<file path="src/rtl/fcwt_pkg.sv">
// ----------------------------------------------------------------------------
// fcwt_pkg
// Shared types and constants of the flow congestion window tracker.
// ----------------------------------------------------------------------------
package fcwt_pkg;

  localparam logic [15:0] MIN_FRAME      = 16'd54;
  localparam logic [15:0] ETHERTYPE_IPV4 = 16'h0800;
  localparam logic [7:0]  PROTO_TCP      = 8'd6;

  localparam logic [15:0] SEG_RESET  = 16'd1460;
  localparam logic [31:0] WIN_RESET  = 32'd14600;
  localparam logic [31:0] THR_RESET  = 32'd65535;

  localparam int unsigned CFG_IDX_W = 2;
  localparam logic [CFG_IDX_W-1:0] REG_SEGMENT_SIZE    = 2'd0;
  localparam logic [CFG_IDX_W-1:0] REG_INITIAL_WINDOW  = 2'd1;
  localparam logic [CFG_IDX_W-1:0] REG_START_THRESHOLD = 2'd2;

  // Row operations issued to the cells
  localparam logic [1:0] OP_HOLD   = 2'd0;
  localparam logic [1:0] OP_MATCH  = 2'd1;
  localparam logic [1:0] OP_BUBBLE = 2'd2;
  localparam logic [1:0] OP_SHIFT  = 2'd3;

  typedef struct packed {
    logic        valid;
    logic        mark;
    logic [63:0] key;
    logic [31:0] window;
    logic [31:0] threshold;
    logic        phase;
  } entry_t;

  typedef struct packed {
    logic [1:0]  op;
    logic [63:0] key;
  } cell_ctrl_t;

endpackage

</file>
<file path="src/rtl/fcwt_div.sv">
// ----------------------------------------------------------------------------
// fcwt_div
// Restoring 32-bit divider, one quotient bit per cycle.
// ----------------------------------------------------------------------------
module fcwt_div (
  input  logic        clk,
  input  logic        rst,
  input  logic        start,
  input  logic [31:0] dividend,
  input  logic [31:0] divisor,
  output logic        done,
  output logic [31:0] quotient
);
  import fcwt_pkg::*;

  logic [31:0] rem;
  logic [31:0] dvs;
  logic [5:0]  count;
  logic        busy;
  logic [32:0] trial;

  assign trial    = {rem, quotient[31]} - {1'b0, dvs};

  always_ff @(posedge clk) begin
    if (rst) begin
      busy  <= 1'b0;
      done  <= 1'b0;
      count <= 6'd0;
    end else begin
      done <= 1'b0;
      if (start) begin
        busy  <= 1'b1;
        count <= 6'd0;
      end else if (busy) begin
        count <= count + 6'd1;
        if (count == 6'd31) begin
          busy <= 1'b0;
          done <= 1'b1;
        end
      end
    end
  end

  always_ff @(posedge clk) begin
    if (start) begin
      rem      <= 32'd0;
      quotient <= dividend;
      dvs      <= divisor;
    end else if (busy) begin
      if (!trial[32]) begin
        rem      <= trial[31:0];
        quotient <= {quotient[30:0], 1'b1};
      end else begin
        rem      <= {rem[30:0], quotient[31]};
        quotient <= {quotient[30:0], 1'b0};
      end
    end
  end

endmodule

</file>
<file path="config.mk">
export PLATFORM = sky130hd
export DESIGN_NAME = fcwt_div
export DESIGN_NICKNAME = d
export VERILOG_FILES = /design/src/rtl/fcwt_pkg.sv /design/src/rtl/fcwt_div.sv
export SDC_FILE = /design/constraint.sdc
export NUM_CORES = 1
export LEC_CHECK = 0
export BUFFER_PORTS_ARGS = -buffer_cell sky130_fd_sc_hd__buf_2
export CAP_MARGIN = 15
export CORE_AREA = 2 2 113 115
export CTS_CLUSTER_SIZE = 24
export DETAILED_ROUTE_END_ITERATION = 10
export DIE_AREA = 0 0 115 117
export PLACE_DENSITY_LB_ADDON = 0.08
export SETUP_SLACK_MARGIN = 0.15
export SYNTH_ARGS = -nofsm -noshare
export SYNTH_HDL_FRONTEND = slang
export SYNTH_SLANG_ARGS = --single-unit
</file>
<file path="constraint.sdc">
create_clock -name clk -period 4 [get_ports clk]
set_clock_uncertainty 0.15 [all_clocks]
set_input_delay 0.4 -clock clk [delete_from_list [all_inputs] [get_ports clk]]
set_output_delay 0.4 -clock clk [all_outputs]
set_load 0.005 [all_outputs]
</file>
==> reports/results.tsv <==
metric	value	unit
setup TNS	0	ns
Overall Power	2.73	mW
Root Buffer	clkbuf_16	
internal power	1.94	mW
#FFs+latches synth	104	
final wirelength	12.5	mm
P_sw	0.786	mW
main flop type after synthesis	edfxtp_1	
Post-CTS Setup Inserts	0	
Sw Share	0.288	
hold path endpoint	busy	
yosys warns	0	
grt ovf	0	
Power Dens Cells	399	nW/um2
First-pass DRT Iterations	4	
Std-Cell Rows	41	
CTS clk-pin slew, worst paths	0.08	ns
startpoint types	flip-flop	
peak supply drop	0.000263	V
CTS tree	built	
area delta synth->final	14.1	%
EDFF count, synth	64	
Syn Area/Cell	10.3	um2
clock sink count	104	
top cell type's share of synthesized area	0.320	
reg2reg start	quotient[31]	
DIE AREA	13500	um2
Final Hold Viols	0	
Bufs on Longest Clock Path	2	
unrepaired setup endpoints after global routing	no	
DRC	0	
WL per Instance	15.2	um
Final ANT Viol Nets	0	
diode count	0	
most frequent cell after synthesis	nand2_1	
status	finished clean	
hold path depth	2	
CTS Buf Count	9	
worst skew pair latency	0.36	ns
layout cells sized above 1	0.261	
Flop pwr share	0.473	
CP endpoint kind	flip-flop	
Worst Hold Class	input port to flip-flop	
HPWL Detailed	8.77	mm
gpl congestion	0.802	
cts hold-fix bufs	0	
R2R setup slack	0.68	ns
cell leakage power	2.89	nW
global-route wire length before repair	20.6	mm
cell taking the most area after synthesis	edfxtp_1	
Cells after Synth	582	
Worst R2R Path Depth	13	
final setup fails	0	
die width	115	um
kind of critical path	flip-flop to flip-flop	
NumNets Final	767	
top cells by area, synth	edfxtp_1, dfxtp_1, ha_1	
H-Tree Depth	3	
core area	12300	um2
fin util	0.556	
Vias per Instance	5.51	
crit path time final	3.32	ns
Total Routing Usage GR	0.194	
Max FO, Critical Path	14	
Max Fclk	302	MHz
worst relative slew slack	0.458	
most frequent cells after synthesis	nand2_1, edfxtp_1, nor2_1	
worst path required time	4.13	ns
Synthesized Nets	683	
Max Cap Viol	0	
First DRT Iteration DRCs	279	
port buffer count	99	
hold path startpoint	rst	
I/O pin cnt	100	
Yosys cell types	67	
synthesized area	6000	um2
post-synthesis sequential area ratio	0.454	
post-synthesis async set-or-reset flop share	0	
Final Max Tran Viols	0	
combinational share of power	0.207	
vias in the first global route	4397	
Clock power frac	0.320	
Via Count	4520	
Die Span Y	117	um
largest net degree at the start of global routing	66	
final worst path period share	0.829	
Worst Path Arrival	3.44	ns
Initial Util	0.487	
RR Endpoint	rem[27]	
initial antenna violation count	0	
Resized cells post-CTS	0	
slew at the pin with the worst max-slew slack	0.813	ns
-- worst max-delay path by stage --
stage / start / to / slack, ns / cells past startpoint
global placement: quotient[31] / rem[25] / 0.83 / 13
CTS: quotient[31] / rem[27] / 0.68 / 13
global route: quotient[31] / rem[28] / 0.38 / 12
floorplan: quotient[31] / rem[10] / 0.94 / 14
detailed placement: quotient[31] / rem[4] / 0.72 / 13
finish: quotient[31] / rem[27] / 0.68 / 13
-- flip-flops by register name (all words and copies together) (netlist names) --
signal,flops
quotient,32
dvs,32
count,6
busy,1
rem,32
done,1
-- final cells by class --
cell class / instances / area [um2]
Inverter: 38 / 143
Sequential cell: 104 / 2720
Fill cell: 1123 / 5470
Timing Repair Buffer: 105 / 543
Tap cell: 150 / 188
Clock inverter: 5 / 45.0
Multi-Input combinational cell: 408 / 2960
Clock buffer: 11 / 243
-- critical path: stages (launching register included) --
cell,delay (ns)
edfxtp_1,0.38
inv_1,0.05
ha_1,0.22
fa_1,0.40
and2b_1,0.24
o2111ai_2,0.16
nand3_1,0.21
a311oi_4,0.15
o21ai_1,0.20
o221a_4,0.28
xor2_2,0.16
buf_4,0.24
nand3_1,0.16
o22ai_1,0.24
-- stage by stage --
stage	setup WS (ns)	hold WS [ns]	area, um2	cells
2_1_floorplan	0.942	0.274	6000	582
3_3_place_gp	0.834	0.296	6550	805
3_5_place_dp	0.716	0.307	6550	805
4_1_cts	0.675	0.0393	6840	821
5_1_grt	0.380	0.0468	6840	821
6_report	0.684	0.0532	6840	821
-- kinds of logic after synthesis --
group                    Yosys count  share of synthesized area
XOR/XNOR                          35                     0.0555
flip-flops                       104                      0.454
AO/OA/AOI/OAI                    136                      0.176
buffers and inverters             70                     0.0532
multiplexers                      33                     0.0615
AND/OR/NAND/NOR                  170                      0.127
adder cells (fa/ha/maj)           34                     0.0722
-- layer usage --
layer  vias to the layer above  track usage  share of wire
met5                         -            0              0
met4                         0       0.0643          0.014
met3                        13       0.0541          0.056
met2                       102        0.309           0.44
met1                      2132        0.256           0.49
li1                       2273            -              -
-- cell usage in the layout (no fill, tap or decap), drive strengths merged, types with 4 or more instances in the layout --
| cell | Yosys | layout |
|---|---|---|
| buf | 19 | 105 |
| nand2 | 77 | 77 |
| edfxtp | 64 | 64 |
| nor2 | 46 | 46 |
| inv | 38 | 42 |
| dfxtp | 40 | 40 |
| ha | 33 | 33 |
| mux2 | 31 | 31 |
| a21oi | 30 | 30 |
| a311oi | 27 | 27 |
| o21ai | 20 | 20 |
| xnor2 | 18 | 18 |
| xor2 | 17 | 17 |
| a21o | 16 | 16 |
| clkbuf | 13 | 11 |
| nand3 | 9 | 9 |
| a31oi | 7 | 7 |
| nand4 | 6 | 6 |
| nor2b | 5 | 5 |
| nand2b | 5 | 5 |
| o21a | 4 | 4 |
| or3 | 4 | 4 |
| a211oi | 4 | 4 |
-- power groups by stage --
stage                     registers, mW  clock network (mW)  logic, mW
after CTS                          1.29               0.906      0.564
final                              1.29               0.874      0.564
after global placement             1.31                   0      0.556
after floorplan                    1.30                   0      0.422
after detailed placement           1.31                   0      0.561
after global routing               1.30               0.937      0.633
(Power assumes the default switching activity.)
