$ cat config.mk
export PLATFORM = sky130hd
export DESIGN_NAME = fcwt_cell
export DESIGN_NICKNAME = d
export VERILOG_FILES = /design/src/rtl/fcwt_pkg.sv /design/src/rtl/fcwt_cell.sv
export SDC_FILE = /design/constraint.sdc
export NUM_CORES = 1
export LEC_CHECK = 0
export ABC_AREA = 1
export BUFFER_PORTS_ARGS = -buffer_cell sky130_fd_sc_hd__buf_2
export CAP_MARGIN = 10
export CORE_AREA = 2 2 179 181
export CTS_CLUSTER_DIAMETER = 40
export CTS_CLUSTER_SIZE = 8
export DETAILED_ROUTE_END_ITERATION = 8
export DIE_AREA = 0 0 181 183
export SYNTH_ARGS = -nofsm -noshare
export SYNTH_HDL_FRONTEND = slang
export SYNTH_SLANG_ARGS = --single-unit
$ cat constraint.sdc
create_clock -name clk -period 3.4 [get_ports clk]
set_clock_uncertainty 0.2 [all_clocks]
set_input_delay 0 -clock clk [delete_from_list [all_inputs] [get_ports clk]]
set_output_delay 0 -clock clk [all_outputs]
set_load 0.01 [all_outputs]
$ cat src/rtl/fcwt_pkg.sv
// ----------------------------------------------------------------------------
// fcwt_pkg
// Shared types and constants of the flow congestion window tracker.
// ----------------------------------------------------------------------------
package fcwt_pkg;

  localparam logic [15:0] MIN_FRAME      = 16'd54;
  localparam logic [15:0] ETHERTYPE_IPV4 = 16'h0800;
  localparam logic [7:0]  PROTO_TCP      = 8'd6;

  localparam logic [15:0] SEG_RESET  = 16'd1460;
  localparam logic [31:0] WIN_RESET  = 32'd14600;
  localparam logic [31:0] THR_RESET  = 32'd65535;

  localparam int unsigned CFG_IDX_W = 2;
  localparam logic [CFG_IDX_W-1:0] REG_SEGMENT_SIZE    = 2'd0;
  localparam logic [CFG_IDX_W-1:0] REG_INITIAL_WINDOW  = 2'd1;
  localparam logic [CFG_IDX_W-1:0] REG_START_THRESHOLD = 2'd2;

  // Row operations issued to the cells
  localparam logic [1:0] OP_HOLD   = 2'd0;
  localparam logic [1:0] OP_MATCH  = 2'd1;
  localparam logic [1:0] OP_BUBBLE = 2'd2;
  localparam logic [1:0] OP_SHIFT  = 2'd3;

  typedef struct packed {
    logic        valid;
    logic        mark;
    logic [63:0] key;
    logic [31:0] window;
    logic [31:0] threshold;
    logic        phase;
  } entry_t;

  typedef struct packed {
    logic [1:0]  op;
    logic [63:0] key;
  } cell_ctrl_t;

endpackage

$ cat src/rtl/fcwt_cell.sv
// ----------------------------------------------------------------------------
// fcwt_cell
// One flow entry of the recency-ordered row; trades entries with neighbors.
// ----------------------------------------------------------------------------
module fcwt_cell (
  input  logic               clk,
  input  logic               rst,
  input  fcwt_pkg::cell_ctrl_t ctrl,
  input  fcwt_pkg::entry_t   up,
  input  fcwt_pkg::entry_t   down,
  output fcwt_pkg::entry_t   entry
);
  import fcwt_pkg::*;

  entry_t entry_next;

  always_comb begin
    entry_next = entry;
    case (ctrl.op)
      OP_MATCH: begin
        entry_next.mark = entry.valid && (entry.key == ctrl.key);
      end
      OP_BUBBLE: begin
        // the marked entry swaps one place toward the front
        if (down.mark) begin
          entry_next = down;
        end else if (entry.mark) begin
          entry_next = up;
        end
      end
      OP_SHIFT: begin
        entry_next = up;
      end
      default: begin
        entry_next = entry;
      end
    endcase
  end

  always_ff @(posedge clk) begin
    if (rst) begin
      entry.valid <= 1'b0;
      entry.mark  <= 1'b0;
    end else begin
      entry.valid <= entry_next.valid;
      entry.mark  <= entry_next.mark;
    end
    entry.key       <= entry_next.key;
    entry.window    <= entry_next.window;
    entry.threshold <= entry_next.threshold;
    entry.phase     <= entry_next.phase;
  end

endmodule

==> results.txt <==
The number of distinct library cells after synthesis is 24. The via count of the first global-routing pass came out at 7815. The final hold violation count came out at 0. In this run, the number of DRC markers left after iteration 0 of detailed routing was 401. The netlist area before placement is between 6000 and 7000 sq um. The mean post-synth cell area came out at 11.0 sq um. The total power per unit cell area is 405 nW/um^2. The total of max-cap violations is 0. The worst hold slack is 0.119 ns.

The number of nets in the synthesized netlist is about 940. Measured against its own limit, the worst slew margin works out to 28.7%. The startpoint kind of the worst setup timing path is a register.

The number of nets with antenna violations after routing is 0. The worst hold path belongs to the class input port to register. The die is about 180 um wide. TritonCTS built the clock tree. The required time of the critical path came out at 3.49 ns. The first global-routing pass estimated 42800 um of wire. For this run the aggregate overflow at the end of global routing stands at 0. The layout-stage area growth over the synthesis result came out at 87.1%.

The initial standard-cell utilization of the core came out at 21.6%. The register with the most flip-flops in the final layout is entry. The number of warnings reported in the yosys synthesis log came out at 0. The total CTS buffers came out at 17. The synthesis-stage register bit count is 131.

The largest fanout on the critical path is 52. In the final layout, the registers with the most flip-flops are entry x131. The post-detailed-route via-to-cell ratio is 4.50. In this run the static leakage power is ~5.9 nW. The number of ports placed on the die boundary is 461. The clock latency on the worst-skew pair is 0.42 ns. The post-route fraction of the period consumed by the critical path came out at 85.9%. The final design utilization is 40.5%. In the routed design, unresolved DRC markers number 0. The final layout net count came out at 1649. The number of pins exceeding their max-slew limit in the final report is 0. The die extent in y is 183 um. The sequential cell area fraction in the yosys report is between 50% and 60%. Counting every instance in the synthesized netlist gives 614. Static timing analysis puts the maximum clock frequency at 342 MHz.

The worst path in the final design needs a cycle of 2.92 ns, including I/O delays and setup. The initialized floorplan defines 65 standard-cell rows. The largest net degree at the start of global routing is 88. The slew at the pin closest to its max-slew limit is ~1.1 ns. The worst setup path is of the register to register kind. The total core area came out at 31200 sq um.

The number of antenna violations at the first check in global routing was 4. The flow ran to the end, and the final reports show no timing, DRC or antenna violations. The number of setup violations in the final report is 0. The fraction of layout cells with a size suffix above 1 came out at between 30 and 40%.

The peak ir drop on the vdd network is 246 uV. The number of flip-flops in the largest register is 131. The HPWL after detailed placement is 20100 um.

The average wire length per cell after detail routing came out at 17.2 um. The CTS clock-pin slew for the worst setup and hold paths came out at 0.06 ns. CTS placed an instance of clkbuf_16 at the clock tree root. The final weighted congestion in routability-driven placement is 0.890.

The worst setup path is captured at a register. Counting the fill cells in the layout gives about 3000. The total of buffers placed on input and output ports is 460.

Gates resized during post-CTS repair numbered 0. For this design, the sink count on the clock tree is ~130. The arrival time of data at the critical path endpoint came out at 3.01 ns.

Setup repair after global routing left no endpoint under its margin. The H-tree level count came out at 4. The first TritonRoute pass finished after 5 iterations. The final route contains about 8000 vias. The area of the die is approximately 33000 sq um. The combined global-route utilization of all metal layers is 17.0%.

The overall routed net length came out at 29900 um. The maximum count of clock buffers along a single path is 2. The final sum of negative setup slack is 0 ns.
[layout make-up]
class | instances | area (sq um) | area share (%)
Clock inverter | 15 | 179 | 1.42
Sequential cell | 131 | 3910 | 31.0
Antenna cell | 3 | 7.51 | 0.0594
Clock buffer | 17 | 425 | 3.36
Multi-Input combinational cell | 354 | 2270 | 17.9
Inverter | 86 | 330 | 2.61
Tap cell | 402 | 503 | 3.98
Timing Repair Buffer | 729 | 5020 | 39.7
[critical path, cell delays in order, from the launching register on]
cell	delay, ns
dfxtp_1	0.34
o31ai_1	0.48
inv_6	0.32
o21ai_0	0.15
o21a_1	0.14
dlygate4sd3_1	0.54
a21oi_1	0.06
dlygate4sd3_1	0.56
[power breakdown]
| part | internal [mW] | switching [mW] | total, mW |
|---|---|---|---|
| sequential | 1.94 | 0.0696 | 2.01 |
| clock | 1.16 | 0.781 | 1.94 |
| combinational | 0.650 | 0.517 | 1.17 |
[cells in the mapped netlist]
cell type  count  area, sq um
a21boi_2       1         11.3
a21oi_1        2         10.0
a32o_1       129         1290
a32oi_1        1         8.76
buf_2         15         75.1
buf_6         11          124
clkbuf_1      17         63.8
dfxtp_1        2         40.0
edfxtp_1     129         3870
inv_1         81          304
inv_2          5         18.8
nand2_1      121          454
nand3_1        4         20.0
nand4_1        5         31.3
nor2_1        64          240
o21a_1         1         7.51
o21ai_0        4         20.0
o21ai_1        3         15.0
o22ai_1        1         6.26
o31ai_1        2         15.0
or2_0          3         18.8
or2_2          2         12.5
xnor2_1        9         78.8
xor2_1         2         17.5
[layout by cell type (no fill, tap or decap)]
master / synthesis / final
buf_2: 15 / 459
clkbuf_16: 0 / 17
buf_4: 0 / 4
a32o_1: 129 / 129
clkinvlp_4: 0 / 3
o21a_1: 1 / 1
clkinv_2: 0 / 2
inv_1: 81 / 81
nand3_1: 4 / 4
clkinv_4: 0 / 1
o22ai_1: 1 / 1
clkinv_1: 0 / 1
inv_2: 5 / 3
inv_6: 0 / 6
xnor2_1: 9 / 9
nand2_4: 0 / 1
o21ai_1: 3 / 3
xor2_1: 2 / 2
inv_4: 0 / 1
bufinv_16: 0 / 3
or2_2: 2 / 2
edfxtp_1: 129 / 129
o21ai_0: 4 / 4
or2_0: 3 / 3
nand4_1: 5 / 5
dfxtp_1: 2 / 2
o31ai_1: 2 / 2
nand2_1: 121 / 120
nor2_1: 64 / 64
diode_2: 0 / 3
a21boi_2: 1 / 1
buf_12: 0 / 3
a21oi_1: 2 / 2
a32oi_1: 1 / 1
dlygate4sd3_1: 0 / 263
[per-layer routing]
metal	GRT usage (%)	vias to the layer above	wire length (um)
met1	19.5	3698	12100
met5	0	-	13
met4	5.85	2	690
met3	4.45	35	2090
met2	30.7	381	15000
li1	-	3699	-
[through the flow]
stage               worst slack, ns  total power, mW  cell area, sq um  instances
finish                        0.479             5.12             12600       1737
CTS                           0.477             5.16             12600       1734
detailed placement             1.36             2.89              9400       1439
global placement               1.43             2.88              9400       1439
global route                  0.335             5.35             12600       1735
floorplan                     0.654             2.45              6760        614
[final timing paths]
check | end | depth (start not counted) | slack [ns] | from
setup reg to reg | entry[129] | 7 | 0.48 | entry[129]
hold / removal | entry[71] | 3 | 0.12 | ctrl[65]
hold reg to reg | entry[130] | 3 | 0.91 | entry[130]
setup / recovery | entry[129] | 7 | 0.48 | entry[129]
[cell families after synthesis]
kind of cell | after synthesis | synth area share (%)
buffers and inverters | 129 | 8.67
flip-flops | 131 | 57.9
AND/OR/NAND/NOR | 199 | 11.5
XOR/XNOR | 11 | 1.43
AO/OA/AOI/OAI | 144 | 20.5
[what timing repair did]
| item | CTS | global route |
|---|---|---|
| endpoints found under the setup margin | 0 | 0 |
| hold buffers | 263 | 0 |
| setup buffers | 0 | 0 |
| endpoints found under the hold margin | 131 | 0 |
Note: power is estimated with default switching activity, not from simulation.
